File: src/rtl/mgmf_pkg.sv
`timescale 1ns / 1ps
`default_nettype none

package mgmf_pkg;

  localparam int VALUE_W    = 16;
  localparam int COORD_IN_W = 8;
  localparam int DIM_W      = 9;
  localparam int RAD_W      = 3;
  localparam int CFG_IDX_W  = 2;
  localparam int CFG_DATA_W = 16;
  localparam int Q_DEPTH    = 2;

  localparam logic [CFG_IDX_W-1:0] REG_RADIUS       = 2'd0;
  localparam logic [CFG_IDX_W-1:0] REG_UNKNOWN_CODE = 2'd1;
  localparam logic [CFG_IDX_W-1:0] REG_GRID_WIDTH   = 2'd2;
  localparam logic [CFG_IDX_W-1:0] REG_GRID_HEIGHT  = 2'd3;

  localparam logic ACT_WRITE = 1'b0;
  localparam logic ACT_QUERY = 1'b1;

  typedef enum logic [1:0] {
    OP_WRITE,
    OP_QUERY,
    OP_ERROR
  } op_kind_t;

  // one classified request between front and back
  typedef struct packed {
    op_kind_t           kind;
    logic [DIM_W-1:0]   cc;
    logic [DIM_W-1:0]   cr;
    logic [DIM_W-1:0]   c0;
    logic [DIM_W-1:0]   c1;
    logic [DIM_W-1:0]   r0;
    logic [DIM_W-1:0]   r1;
    logic [VALUE_W-1:0] value;
  } op_t;

endpackage

`default_nettype wire

File: src/rtl/mgmf_if.sv
`timescale 1ns / 1ps
`default_nettype none

interface mgmf_in_if;
  logic       valid;
  logic       ready;
  logic       action;
  logic [7:0] col;
  logic [7:0] row;
  logic [15:0] cell_value;

  modport source (output valid, output action, output col, output row, output cell_value,
                  input ready);
  modport sink (input valid, input action, input col, input row, input cell_value,
                output ready);
endinterface


`default_nettype wire

File: src/rtl/mgmf_front.sv
`timescale 1ns / 1ps
`default_nettype none

module mgmf_front
  import mgmf_pkg::*;
#(
  parameter int MAX_COLS   = 256,
  parameter int MAX_ROWS   = 256,
  parameter int MAX_RADIUS = 7
) (
  input  wire logic                  clk,
  input  wire logic                  rst,
  input  wire logic                  cfg_we,
  input  wire logic [CFG_IDX_W-1:0]  cfg_index,
  input  wire logic [CFG_DATA_W-1:0] cfg_data,
  mgmf_in_if.sink                    in_ch,
  output logic                       push_valid,
  input  wire logic                  push_ready,
  output op_t                        push_op,
  output logic [VALUE_W-1:0]         unknown_code
);

  localparam int MAX_DIM = (MAX_COLS > MAX_ROWS) ? MAX_COLS : MAX_ROWS;
  localparam int LIM_W   = $clog2(MAX_DIM + 1);
  localparam int SZ_W    = (LIM_W > DIM_W) ? LIM_W : DIM_W;

  logic [RAD_W-1:0] radius;
  logic [DIM_W-1:0] grid_width;
  logic [DIM_W-1:0] grid_height;

  logic [RAD_W-1:0] rad;
  logic [SZ_W-1:0]  w_sat;
  logic [SZ_W-1:0]  h_sat;
  logic [DIM_W-1:0] wv;
  logic [DIM_W-1:0] hv;
  logic [DIM_W-1:0] col9;
  logic [DIM_W-1:0] row9;
  logic [DIM_W-1:0] rad9;
  logic [DIM_W-1:0] col_hi;
  logic [DIM_W-1:0] row_hi;
  logic             in_grid;

  always_ff @(posedge clk) begin
    if (rst) begin
      radius       <= RAD_W'(1);
      unknown_code <= VALUE_W'(65535);
      grid_width   <= DIM_W'(256);
      grid_height  <= DIM_W'(256);
    end else if (cfg_we) begin
      unique case (cfg_index)
        REG_RADIUS:       radius       <= cfg_data[RAD_W-1:0];
        REG_UNKNOWN_CODE: unknown_code <= cfg_data[VALUE_W-1:0];
        REG_GRID_WIDTH:   grid_width   <= cfg_data[DIM_W-1:0];
        REG_GRID_HEIGHT:  grid_height  <= cfg_data[DIM_W-1:0];
      endcase
    end
  end

  always_comb begin
    rad   = (int'(radius) > MAX_RADIUS) ? RAD_W'(MAX_RADIUS) : radius;
    w_sat = (SZ_W'(grid_width) > SZ_W'(MAX_COLS)) ? SZ_W'(MAX_COLS) : SZ_W'(grid_width);
    h_sat = (SZ_W'(grid_height) > SZ_W'(MAX_ROWS)) ? SZ_W'(MAX_ROWS) : SZ_W'(grid_height);
    wv    = w_sat[DIM_W-1:0];
    hv    = h_sat[DIM_W-1:0];
    col9  = DIM_W'(in_ch.col);
    row9  = DIM_W'(in_ch.row);
    rad9  = DIM_W'(rad);
    col_hi = col9 + rad9;
    row_hi = row9 + rad9;
    in_grid = (col9 < wv) && (row9 < hv);

    push_op.cc    = col9;
    push_op.cr    = row9;
    push_op.c0    = (col9 >= rad9) ? col9 - rad9 : '0;
    push_op.r0    = (row9 >= rad9) ? row9 - rad9 : '0;
    push_op.c1    = (col_hi < wv) ? col_hi : wv - DIM_W'(1);
    push_op.r1    = (row_hi < hv) ? row_hi : hv - DIM_W'(1);
    push_op.value = in_ch.cell_value;

    // writes outside the grid are dropped here
    if (in_ch.action == ACT_WRITE) begin
      push_op.kind = OP_WRITE;
      push_valid   = in_ch.valid && in_grid;
    end else begin
      push_op.kind = in_grid ? OP_QUERY : OP_ERROR;
      push_valid   = in_ch.valid;
    end
  end

  assign in_ch.ready = push_ready;

endmodule

`default_nettype wire

File: src/flat_wrapper.sv
// flat-port wrapper written by rule: the top's interface ports become plain ports
module mgmf_front_flat import mgmf_pkg::*;
#(
  parameter int MAX_COLS   = 256,
  parameter int MAX_ROWS   = 256,
  parameter int MAX_RADIUS = 7
)
  (clk, rst, cfg_we, cfg_index, cfg_data, push_valid, push_ready, push_op, unknown_code, in_ch_valid, in_ch_action, in_ch_col, in_ch_row, in_ch_cell_value, in_ch_ready);
  mgmf_in_if in_ch_i ();
  input  wire logic clk;
  input  wire logic rst;
  input  wire logic cfg_we;
  input  wire logic [CFG_IDX_W-1:0] cfg_index;
  input  wire logic [CFG_DATA_W-1:0] cfg_data;
  output logic push_valid;
  input  wire logic push_ready;
  output op_t push_op;
  output logic [VALUE_W-1:0] unknown_code;
  input wire logic [$bits(in_ch_i.valid)-1:0] in_ch_valid;
  input wire logic [$bits(in_ch_i.action)-1:0] in_ch_action;
  input wire logic [$bits(in_ch_i.col)-1:0] in_ch_col;
  input wire logic [$bits(in_ch_i.row)-1:0] in_ch_row;
  input wire logic [$bits(in_ch_i.cell_value)-1:0] in_ch_cell_value;
  output wire logic [$bits(in_ch_i.ready)-1:0] in_ch_ready;
  assign in_ch_i.valid = in_ch_valid;
  assign in_ch_i.action = in_ch_action;
  assign in_ch_i.col = in_ch_col;
  assign in_ch_i.row = in_ch_row;
  assign in_ch_i.cell_value = in_ch_cell_value;
  assign in_ch_ready = in_ch_i.ready;
  mgmf_front #(.MAX_COLS(MAX_COLS), .MAX_ROWS(MAX_ROWS), .MAX_RADIUS(MAX_RADIUS)) u_core (.clk(clk), .rst(rst), .cfg_we(cfg_we), .cfg_index(cfg_index), .cfg_data(cfg_data), .in_ch(in_ch_i), .push_valid(push_valid), .push_ready(push_ready), .push_op(push_op), .unknown_code(unknown_code));
endmodule
File: config.mk
export PLATFORM = sky130hd
export DESIGN_NAME = mgmf_front_flat
export DESIGN_NICKNAME = d
export VERILOG_FILES = /design/src/rtl/mgmf_pkg.sv /design/src/rtl/mgmf_if.sv /design/src/rtl/mgmf_front.sv /design/src/flat_wrapper.sv
export SDC_FILE = /design/constraint.sdc
export NUM_CORES = 1
export LEC_CHECK = 0
export ABC_CLOCK_PERIOD_IN_PS = 4000
export BUFFER_PORTS_ARGS = -buffer_cell sky130_fd_sc_hd__buf_2
export CAP_MARGIN = 10
export CORE_ASPECT_RATIO = 0.9
export CORE_UTILIZATION = 41
export DETAILED_ROUTE_END_ITERATION = 7
export HOLD_SLACK_MARGIN = 0.08
export PLACE_DENSITY = 0.69
export SLEW_MARGIN = 20
export SYNTH_ARGS = -nofsm -noshare
export SYNTH_HDL_FRONTEND = slang
export SYNTH_SLANG_ARGS = --single-unit
File: constraint.sdc
create_clock -name clk -period 4 [get_ports clk]
set_input_delay 0.4 -clock clk [delete_from_list [all_inputs] [get_ports clk]]
set_output_delay 0.4 -clock clk [all_outputs]
set_load 0.005 [all_outputs]
==> results by group <==
Outcome
  – Run status: completed

Critical path
  – Worst path required time: 3.60 ns
  – Crit path max-delay cell type: fa_2
  – Kind of start point of the critical path: flop
  – Largest fanout of any net on the critical path: 5
  – Largest incremental delay on the critical path: 0.36 ns
  – Worst path bufs/invs: 3
  – Crit path capture type: primary output
  – CP delay by family, top: compound AO/OA/AOI/OAI gates
  – Stages on worst setup path: 14
  – Crit path cell chain: ha_1, fa_2, nor2b_1, o21ai_2, xor2_1, inv_1, ha_1, a21o_1, a21o_1, a221o_1, nor2_4, buf_4, mux2i_2, buf_2
  – Category of the most critical setup path: reg -> out
  – Worst R2R Path Depth: 3
  – Critical path arrival: 3.43 ns

STA
  – Setup-failing EPs final: 0
  – Peak clock frequency supported by timing: 261 MHz
  – Final Skew: 0 ns
  – Unrepaired setup endpoints after global routing: no
  – Final count of pins violating max slew: 0
  – Transition at the pin with the smallest max-transition slack: 1.02 ns
  – Setup Total Neg Slack: 0 ns
  – Final critical-path share of the clock period: 95.9%
  – Slack of the critical path: 0.166 ns
  – Max-slew headroom: 32.1%
  – Final hold viol count: 0
  – Final period demand of the worst path: 3.83 ns

GRT
  – Maximum number of pins on one net before global-route repair: 38
  – Global router's overall resource usage: 19.7%
  – Vias in the first global route: 3326
  – Number of antenna violations at the first check in global routing: 0
  – First-pass GRT wire length: 15200 microns
  – Overflow left after global routing: 0

Drt
  – Routed wire length per instance: 13.7 microns
  – Via density: 5.20
  – TritonRoute pass-1 iters: 4
  – Number of nets with antenna violations after detailed routing: 0
  – Number of DRC violations after detailed routing: 0
  – Met2 wire len: 4270 microns
  – Wirelength, routed: 9370 microns
  – Met1 Routed Length: 4500 microns
  – Via count: 3563
  – Iter 0 DRT Violations: 140
  – Max layer used: met4
  – Met3 wirelength from detailed routing: 503 microns

Logic synthesis
  – Post-synthesis sequential area ratio: 19.6%
  – Seq cells post-synth: 37
  – Cell area after technology mapping: 3770 sq um
  – Share of synthesized flip-flops with an asynchronous set or reset: 0%
  – Synthesized instance count: 497
  – Most area-hungry cell type in the Yosys netlist: dfxtp_1
  – Count of flip-flops with a built-in enable after synthesis: 0
  – Total number of yosys warnings: 0
  – Top flip-flop cell by instance count after synthesis: dfxtp_1
  – Top cells by count, synth: 96 x nand2_1, 44 x ha_1, 42 x nor2_1, 37 x dfxtp_1, 35 x buf_4
  – Portion of synthesized cell area occupied by the leading cell type: 19.6%
  – Mean area per synthesized cell: 7.59 sq um
  – Post-synth cell types: 56
  – Top post-synthesis cells by area: dfxtp_1 20%, ha_1 15%, nand2_1 9.6%
  – Cell with the most instances after synthesis: nand2_1

Power and ir drop
  – Peak supply drop: 0.241 mV
  – Static leakage: 1.99 nW
  – Final Total Pwr: 1.11 mW
  – Power density normalized to cell area: 253 nW/um^2

Cells and area
  – Post-Layout Cell Count: 685
  – Diode insertion count for antenna repair: 0
  – Share of post-route cells with drive strength above 1: 27.9%
  – Final instance area: 4380 sq um
  – Post-layout nets: 669
  – Layout overhead on the synthesized area: 16.2%

Place
  – Pre-CTS WS: -0.0314 ns
  – Placed cell areas: 4170 sq um
  – Final weighted congestion in routability-driven placement: 0.862
  – Detail Placement HPWL: 7550 microns
  – Placed instance count: 675
  – Number of I/O port buffers: 109

Clocking
  – Total clock sinks: 37
  – Root buffer selected by CTS: clkbuf_8
  – Clock network latency to the later pin of the worst-skew pair: 0.29 ns
  – Clock tree from TritonCTS: built
  – Clk slew on worst S/H paths: 0.07 ns
  – Total clock buffers created by CTS: 5
  – Buffer levels on the longest clock path: 2
  – CTS HTree Levels: 2
  – Hold bufs inserted after CTS: 0

Hold path
  – Class of the tightest hold or removal check: in -> reg
  – Hold Path Stages: 3

Die
  – Floorplan die height: 93 microns
  – Die outline width: 103 microns
  – DIE AREA: 9590 sq um
  – Initial core utilization: 43.2%
  – Core box area: 8730 sq um
  – # IOs: 146
  – Floorplan row count: 32

Run
  – # Max-Cap Violations: 0
## worst paths after layout
check	startpoint	endpoint	slack [ns]
max	u_core.rad[0]	push_op[34]	0.17
min	cfg_data[13]	u_core.unknown_code[13]	0.32
max reg2reg	u_core.grid_height[8]	u_core.grid_height[8]	2.84
min reg2reg	u_core.unknown_code[13]	u_core.unknown_code[13]	0.47
## kinds of logic after synthesis
| family | after synthesis | share of synthesized area [%] |
|---|---|---|
| other | 1 | 0.0994 |
| buffers and inverters | 75 | 11.0 |
| adders and majority gates | 48 | 16.7 |
| and+or+nand+nor | 213 | 27.0 |
| xor gates and xnor gates | 28 | 6.50 |
| DFF | 37 | 19.6 |
| AOI/OAI and AO/OA | 78 | 14.1 |
| muxes | 17 | 4.94 |
## power breakdown
group          internal, mW  switching, mW
Sequential            0.384         0.0151
Clock                 0.203          0.130
Combinational         0.181          0.193
## per-stage QoR
step / hold slack (ns) / utilization, %
floorplan: 0.462 / -
global placement: 0.447 / 47.8
detailed placement: 0.455 / 47.8
CTS: 0.318 / 49.2
global route: 0.328 / 50.2
finish: 0.322 / 50.2
## layout by cell type, fill, tap and decap left out, types with 3 or more instances in the layout
cell type / count
a211o_1: 3
buf_2: 109
o21ai_0: 10
xor2_1: 4
nor2_1: 42
a21oi_1: 30
nand2b_1: 4
and3_1: 4
nor2b_1: 13
clkbuf_8: 6
nand4_1: 4
buf_4: 8
xnor2_1: 20
mux2i_1: 3
o21a_1: 3
mux2_2: 13
dfxtp_1: 37
or2_2: 3
inv_1: 16
ha_1: 42
a21o_1: 5
nor4_1: 4
nand3b_1: 18
nand3_1: 8
nand2_1: 96
nor3b_1: 3
a221o_1: 3
o31a_1: 4
nor3_1: 5
fa_1: 3
## routing by layer
layer,vias to the layer above,global-route usage [%]
met5,-,0
met4,0,4.46
met3,10,3.74
met2,105,32.8
met1,1650,26.1
li1,1798,-
## sequential cells by signal, summed over array words and instances, names as in the netlist
signal and cells:
u_core.unknown_code 16, u_core.grid_height 9, u_core.grid_width 9, u_core.rad 3
## timing repair
item	in CTS	in global routing
resized for setup	2	15
gates cloned	0	1
buffers inserted	0	1
setup endpoints to repair	5	18
pin swaps	0	5
## area by class of cell
type                    count  area [sq um]
fillers                   887          4350
multi-input cells         386          2700
flip-flops and latches     37           741
repair buffers            118           617
well taps                 119           149
clock buffers               7          86.3
inverters                  17          63.8
clock inverters             1          30.0
## worst register-to-register path, stage by stage (launching register included)
cell,delay (ns)
dfxtp_1,0.36
inv_1,0.33
nor2_1,0.10
a211o_1,0.27
(Power assumes the default switching activity.)
