--- src/rtl/mgmf_pkg.sv ---
`timescale 1ns / 1ps
`default_nettype none

package mgmf_pkg;

  localparam int VALUE_W    = 16;
  localparam int COORD_IN_W = 8;
  localparam int DIM_W      = 9;
  localparam int RAD_W      = 3;
  localparam int CFG_IDX_W  = 2;
  localparam int CFG_DATA_W = 16;
  localparam int Q_DEPTH    = 2;

  localparam logic [CFG_IDX_W-1:0] REG_RADIUS       = 2'd0;
  localparam logic [CFG_IDX_W-1:0] REG_UNKNOWN_CODE = 2'd1;
  localparam logic [CFG_IDX_W-1:0] REG_GRID_WIDTH   = 2'd2;
  localparam logic [CFG_IDX_W-1:0] REG_GRID_HEIGHT  = 2'd3;

  localparam logic ACT_WRITE = 1'b0;
  localparam logic ACT_QUERY = 1'b1;

  typedef enum logic [1:0] {
    OP_WRITE,
    OP_QUERY,
    OP_ERROR
  } op_kind_t;

  // one classified request between front and back
  typedef struct packed {
    op_kind_t           kind;
    logic [DIM_W-1:0]   cc;
    logic [DIM_W-1:0]   cr;
    logic [DIM_W-1:0]   c0;
    logic [DIM_W-1:0]   c1;
    logic [DIM_W-1:0]   r0;
    logic [DIM_W-1:0]   r1;
    logic [VALUE_W-1:0] value;
  } op_t;

endpackage

`default_nettype wire

--- src/rtl/mgmf_queue.sv ---
`timescale 1ns / 1ps
`default_nettype none

module mgmf_queue
  import mgmf_pkg::*;
(
  input  wire logic clk,
  input  wire logic rst,
  input  wire logic push_valid,
  output logic      push_ready,
  input  wire op_t  push_op,
  output logic      pop_valid,
  input  wire logic pop_ready,
  output op_t       pop_op
);

  localparam int PTR_W = (Q_DEPTH > 1) ? $clog2(Q_DEPTH) : 1;
  localparam int CNT_W = $clog2(Q_DEPTH + 1);

  op_t              entries [Q_DEPTH];
  logic [PTR_W-1:0] wr_ptr;
  logic [PTR_W-1:0] rd_ptr;
  logic [CNT_W-1:0] count;
  logic             do_push;
  logic             do_pop;

  assign push_ready = (count != CNT_W'(Q_DEPTH));
  assign pop_valid  = (count != '0);
  assign pop_op     = entries[rd_ptr];
  assign do_push    = push_valid && push_ready;
  assign do_pop     = pop_valid && pop_ready;

  always_ff @(posedge clk) begin
    if (do_push) begin
      entries[wr_ptr] <= push_op;
    end
  end

  always_ff @(posedge clk) begin
    if (rst) begin
      wr_ptr <= '0;
      rd_ptr <= '0;
      count  <= '0;
    end else begin
      if (do_push) begin
        wr_ptr <= (wr_ptr == PTR_W'(Q_DEPTH - 1)) ? '0 : wr_ptr + PTR_W'(1);
      end
      if (do_pop) begin
        rd_ptr <= (rd_ptr == PTR_W'(Q_DEPTH - 1)) ? '0 : rd_ptr + PTR_W'(1);
      end
      if (do_push && !do_pop) begin
        count <= count + CNT_W'(1);
      end else if (do_pop && !do_push) begin
        count <= count - CNT_W'(1);
      end
    end
  end

endmodule

`default_nettype wire

--- config.mk ---
export PLATFORM = sky130hd
export DESIGN_NAME = mgmf_queue
export DESIGN_NICKNAME = d
export VERILOG_FILES = /design/src/rtl/mgmf_pkg.sv /design/src/rtl/mgmf_queue.sv
export SDC_FILE = /design/constraint.sdc
export NUM_CORES = 1
export LEC_CHECK = 0
export BUFFER_PORTS_ARGS = -buffer_cell sky130_fd_sc_hd__buf_2
export CAP_MARGIN = 20
export CORE_ASPECT_RATIO = 1.1
export CORE_MARGIN = 3
export CORE_UTILIZATION = 31
export CTS_CLUSTER_SIZE = 40
export DETAILED_ROUTE_END_ITERATION = 12
export GPL_ROUTABILITY_DRIVEN = 0
export SYNTH_ARGS = -nofsm -noshare
export SYNTH_HDL_FRONTEND = slang
export SYNTH_SLANG_ARGS = --single-unit
export TNS_END_PERCENT = 30
--- constraint.sdc ---
create_clock -name clk -period 3.85 [get_ports clk]
set_input_delay 0.5775 -clock clk [delete_from_list [all_inputs] [get_ports clk]]
set_output_delay 0.5775 -clock clk [all_outputs]
set_load 0.005 [all_outputs]
==> qor.txt, run 1 <==
routed vias -> 2,804
xor and xnor area share after synthesis -> 0.486%
Setup Skew -> 14.2 ps
number of nets still failing antenna checks after routing -> 0
synthesis-to-layout area growth -> 29.4%
crit end category -> primary output
number of cell instances on the worst register-to-register path -> 4
Yosys top cell area share -> 80.0%
max-capacitance violation count -> 0
Worst Setup Slack post-DPL -> 1460 ps
drt initial violations -> 128
number of buffers created by CTS -> 17
clock tree from TritonCTS -> done
share of post-route cells with drive strength above 1 -> 60.5%
num ports -> 150
H-tree depth -> 4
worst hold path depth -> 1
area occupied by multi-input gates -> 935 um^2
most used flip-flop cell after synthesis -> sky130_fd_sc_hd__edfxtp_1
Synth area leaders -> sky130_fd_sc_hd__edfxtp_1 80%, sky130_fd_sc_hd__mux2_2 15%, sky130_fd_sc_hd__dfxtp_1 1.9%
cell type with the highest aggregate area in the netlist -> sky130_fd_sc_hd__edfxtp_1
filler instances -> 1,575
Post-CTS Hold Buffers -> 0
number of antenna violations at the first check in global routing -> 1
top cells by instance count after synthesis -> 144 x sky130_fd_sc_hd__edfxtp_1, 72 x sky130_fd_sc_hd__mux2_2, 6 x sky130_fd_sc_hd__buf_2
DR pass1 iterations -> 4
RSZ-0062 raised after global routing -> no
global-route congestion overflow total -> 0
worst hold path class -> input port to flip-flop
critical path required time -> 3270 ps
die boundary height -> 144 um
register area share after synthesis -> 81.9%
number of port buffers -> 149
count of final hold-check violations -> 0
Post-Synth Simple-Gate Area -> 0.926%
CTS clock-pin slew for the worst setup and hold paths -> 60 ps
post-CTS setup buffer count -> 0
share of power burned in the clock network -> 33.4%
combinational group share of total power -> 18.4%
Cells after Synth -> 248
Antenna Diode Count -> 0
max-slew headroom at the worst pin -> 34.1%
global routing usage summed across all routing layers -> 10.6%
cell area after technology mapping -> 5400 um^2
areal power density over the cells -> 648 nW/um^2
Post-Route Setup TNS -> 0 ps
arrival time reported for the critical path endpoint -> 2020 ps
cell area after layout -> 6990 um^2
fraction of synthesized area in multiplexers -> 15.0%
yosys synthesis warning count -> 0
number of core rows -> 50
Max Root-Sink Buffers -> 2
minimum clock period after layout -> 2590 ps
global-route wire length before repair -> 15,200 um
Net count, final -> 487
transition time at the pin with the least slew margin -> 989 ps
Metal-1 WL -> 4080 um
crit start category -> flip-flop
Final Routed Wirelength -> 9920 um
achievable clock frequency -> 0.386 GHz
root buffer selected by CTS -> sky130_fd_sc_hd__clkbuf_16
static power due to leakage -> 2.57 nW
Max Fanout on Critical Path -> 72
detailed-placement wirelength estimate -> 6210 um
CTS sink cnt -> 149
number of pins exceeding their max-slew limit in the final report -> 0
Net Switching -> 1.11 mW
area after detailed placement -> 6410 um^2
share of the clock period used by the worst path -> 67.4%
final setup violation count -> 0
post-synth cell types -> 18
total internal power -> 3.43 mW
drt via density -> 4.27
Final Worst Setup Slack -> 1260 ps
core box area -> 17,100 um^2
highest metal layer with signal wires -> met5
Avg Cell Area, Syn -> 21.8 um^2
most common cell in the netlist -> sky130_fd_sc_hd__edfxtp_1
final design utilization -> 40.9%
share of total power in sequential cells -> 48.2%
post-synthesis net count -> 325
detailed-route DRC error count -> 0
area taken by flip-flops and latches -> 4430 um^2
WL met3 -> 698 um
main combinational cell family by area after synthesis -> multiplexers
Initial Util -> 31.6%
die width -> 132 um
routed length per placed instance -> 15.1 um
met2 routed WL -> 4920 um
cells resized by post-CTS repair -> 0
Synth Area in Compound Gates -> 0.556%
Async SR Flop Fraction -> 0%
die area -> 19,000 um^2
outcome -> completed
switching fraction of total power -> 24.4%
number of enable-type register cells in the synthesized netlist -> 144
pin count of the biggest net entering global routing -> 73
number of global-route vias before repair -> 2,971
peak supply drop -> 0.436 mV
type of the setup path with the least slack -> flip-flop to primary output
clock latency reported for the late side of the worst-skew pair -> 420 ps
Yosys reg bits -> 149
adder and majority cell fraction of the synthesized area -> 0.232%
[placed cells by master, fill, tap and decap left out, types with 2 or more instances in the layout]
cell type	count
sky130_fd_sc_hd__clkbuf_16	17
sky130_fd_sc_hd__clkbuf_8	2
sky130_fd_sc_hd__a21oi_1	2
sky130_fd_sc_hd__clkinv_2	5
sky130_fd_sc_hd__dfxtp_1	4
sky130_fd_sc_hd__nor2_1	3
sky130_fd_sc_hd__o21ai_0	2
sky130_fd_sc_hd__buf_2	149
sky130_fd_sc_hd__edfxtp_1	144
sky130_fd_sc_hd__clkinvlp_4	3
sky130_fd_sc_hd__clkbuf_1	4
sky130_fd_sc_hd__mux2_2	72
sky130_fd_sc_hd__xor2_1	3
[cell families after synthesis]
kind of cell / Yosys count
AO/OA/AOI/OAI: 5
XOR/XNOR: 3
adder cells (fa/ha/maj): 1
buffers and inverters: 9
flip-flops: 149
multiplexers: 72
AND/OR/NAND/NOR: 9
[worst max-delay path, cell delays in order, from the launching register on]
cell	delay (ps)
sky130_fd_sc_hd__dfxtp_4	1000
sky130_fd_sc_hd__mux2_2	430
sky130_fd_sc_hd__buf_2	130
[registers in the layout, indices dropped and copies added, names as in the netlist, named ones only]
register,count
wr_ptr,1
count,2
entries,144
rd_ptr,1
[final timing paths]
check              endpoint  slack [ps]   startpoint
max               pop_op[3]        1260    flip-flop
min          entries[0][61]         350  push_op[61]
max reg2reg  entries[0][49]        1650     count[0]
min reg2reg          rd_ptr         510       rd_ptr
[layout make-up]
| cell class | count | share of cell area, % |
|---|---|---|
| sequential | 149 | 63.3 |
| timing repair buffer | 151 | 11.2 |
| multi-input combinational | 90 | 13.4 |
| inverter | 1 | 0.0716 |
| clock buffer | 23 | 6.69 |
| clock inverter | 9 | 1.16 |
| tap | 234 | 4.19 |
[power groups by stage]
stage          Combinational [mW]  Sequential, mW  Clock (mW)
3_3_place_gp                0.841            2.22           0
2_1_floorplan               0.572            2.11           0
3_5_place_dp                0.850            2.23           0
5_1_grt                     0.923            2.22        1.64
6_report                    0.835            2.18        1.51
4_1_cts                     0.855            2.20        1.57
[routing by layer]
layer | track usage (%) | up-vias
met2 | 16.9 | 102
met5 | 0 | -
met1 | 12.1 | 1374
li1 | - | 1309
met4 | 5.80 | 2
met3 | 4.98 | 17
[per-stage QoR]
stage / total power [mW] / instances / hold slack, ps
6_report: 4.53 / 657 / 346
5_1_grt: 4.78 / 657 / 321
4_1_cts: 4.62 / 656 / 323
3_5_place_dp: 3.08 / 624 / 496
3_3_place_gp: 3.06 / 624 / 485
2_1_floorplan: 2.68 / 248 / 471
(Power assumes the default switching activity.)
==> run 2: changes to the inputs <==
--- a/config.mk
+++ b/config.mk
@@ -5,6 +5,7 @@
 export SDC_FILE = /design/constraint.sdc
 export NUM_CORES = 1
 export LEC_CHECK = 0
+export ABC_AREA = 1
 export BUFFER_PORTS_ARGS = -buffer_cell sky130_fd_sc_hd__buf_2
 export CAP_MARGIN = 20
 export CORE_ASPECT_RATIO = 1.1
==> constraint.sdc (replaced) <==
create_clock -name clk -period 2.55 [get_ports clk]
set_input_delay 0.3825 -clock clk [delete_from_list [all_inputs] [get_ports clk]]
set_output_delay 0.3825 -clock clk [all_outputs]
set_load 0.005 [all_outputs]
==> qor.txt, run 2 <==
crit start category -> flip-flop
register area share after synthesis -> 76.4%
crit end category -> primary output
# placed instances -> 646
detailed-route DRC error count -> 0
number of port buffers -> 149
type of the setup path with the least slack -> flip-flop to primary output
commonest non-fill, non-tap cell in the layout -> sky130_fd_sc_hd__buf_2
pin count of the biggest net entering global routing -> 40
cell type with the highest aggregate area in the netlist -> sky130_fd_sc_hd__edfxtp_1
clock latency reported for the late side of the worst-skew pair -> 420 ps
static power due to leakage -> 2.90 nW
global routing usage summed across all routing layers -> 10.8%
top cells by instance count after synthesis -> 144 x sky130_fd_sc_hd__edfxtp_1, 70 x sky130_fd_sc_hd__mux2_4, 9 x sky130_fd_sc_hd__nand2_1
Async SR Flop Fraction -> 0%
Avg Cell Area, Syn -> 22.2 um^2
global-route congestion overflow total -> 0
num ports -> 150
post-synth cell types -> 14
count of final hold-check violations -> 0
number of enable-type register cells in the synthesized netlist -> 144
core box area -> 18,000 um^2
die width -> 136 um
cell area after technology mapping -> 5790 um^2
final setup violation count -> 0
number of global-route vias before repair -> 3,017
share of post-route cells with drive strength above 1 -> 58.9%
Cells after Synth -> 261
number of pins exceeding their max-slew limit in the final report -> 0
largest register by flop count -> entries
outcome -> completed
max-capacitance violation count -> 0
global-route wire length before repair -> 16,100 um
minimum clock period after layout -> 2260 ps
areal power density over the cells -> 978 nW/um^2
Yosys top cell area share -> 74.7%
count of placed standard cells in the final layout, fillers left out -> 679
critical path required time -> 2170 ps
Max Fanout on Critical Path -> 24
final design utilization -> 40.8%
synthesis-to-layout area growth -> 26.9%
die area -> 20,300 um^2
detailed-placement wirelength estimate -> 7380 um
H-tree depth -> 4
most common cell in the netlist -> sky130_fd_sc_hd__edfxtp_1
Largest regs -> entries (144), count (2)
transition time at the pin with the least slew margin -> 547 ps
post-synthesis net count -> 338
worst hold path depth -> 1
peak supply drop -> 0.499 mV
die boundary height -> 149 um
drt via density -> 4.20
cells resized by post-CTS repair -> 0
CTS clock-pin slew for the worst setup and hold paths -> 60 ps
most frequent cells in the layout -> 149 x sky130_fd_sc_hd__buf_2, 144 x sky130_fd_sc_hd__edfxtp_1, 70 x sky130_fd_sc_hd__mux2_4
Post-CTS Hold Buffers -> 0
Setup Skew -> 13.0 ps
number of buffers created by CTS -> 17
share of the clock period used by the worst path -> 88.5%
CTS sink cnt -> 149
most used flip-flop cell after synthesis -> sky130_fd_sc_hd__edfxtp_1
Synth area leaders -> sky130_fd_sc_hd__edfxtp_1 75%, sky130_fd_sc_hd__mux2_4 18%, sky130_fd_sc_hd__buf_12 2.4%
Net count, final -> 504
clock tree from TritonCTS -> done
achievable clock frequency -> 0.443 GHz
number of antenna violations at the first check in global routing -> 1
Yosys reg bits -> 149
post-CTS setup buffer count -> 0
routed vias -> 2,855
drt initial violations -> 115
number of core rows -> 51
max-slew headroom at the worst pin -> 63.5%
RSZ-0062 raised after global routing -> no
number of cell instances on the worst register-to-register path -> 5
Largest register FFs -> 144
worst hold path class -> input port to flip-flop
root buffer selected by CTS -> sky130_fd_sc_hd__clkbuf_16
yosys synthesis warning count -> 0
routed length per placed instance -> 15.7 um
Final Routed Wirelength -> 10,700 um
arrival time reported for the critical path endpoint -> 1870 ps
DR pass1 iterations -> 4
number of nets still failing antenna checks after routing -> 0
Initial Util -> 32.2%
Max Root-Sink Buffers -> 2
-- run 2: critical path: stages (launching register included) --
cell and delay (ps):
sky130_fd_sc_hd__dfxtp_4 660, sky130_fd_sc_hd__buf_12 280, sky130_fd_sc_hd__mux2_2 360, sky130_fd_sc_hd__buf_2 130
-- run 2: area by class of cell --
cell class	count	area (um^2)
clock buffer	25	505
antenna	1	2.50
timing repair buffer	155	816
inverter	8	30.0
fill	1682	10600
clock inverter	7	70.1
sequential	149	4430
tap	238	298
multi-input combinational	96	1200
-- run 2: final timing paths --
| check | start | end | slack (ps) |
|---|---|---|---|
| worst max-delay path | flip-flop | pop_op[52] | 290 |
| worst min-delay path | push_op[14] | entries[1][14] | 150 |
| worst max register to register | count[0] | entries[1][30] | 890 |
| worst min register to register | rd_ptr | rd_ptr | 530 |
-- run 2: power by group --
part,internal [mW],switching [mW]
Clock,1.47,0.904
Combinational,0.863,0.700
Sequential,3.10,0.147
-- run 2: kinds of logic after synthesis --
logic type                 synth area share [%]
and+or+nand+nor                            1.32
DFF                                        76.4
muxes                                      18.5
adders and majority gates                 0.216
buffers and inverters                      3.13
AOI/OAI and AO/OA                         0.346
-- run 2: stage by stage --
stage               hold slack, ps  instance area, um^2  total power [mW]  worst slack, ps  setup TNS, ps
floorplan                      465                 5790              4.38             -330         -47570
global placement               485                 6770              4.87              736              0
detailed placement             512                 6770              4.92              699              0
CTS                            128                 7340              7.33              240              0
global route                   122                 7350              7.57              202              0
finish                         150                 7350              7.18              294              0
-- run 2: metal layers --
layer	global-route usage [%]	routed length [um]
met5	0	0
met4	5.14	221
met3	4.01	705
met2	18.0	5500
met1	12.3	4260
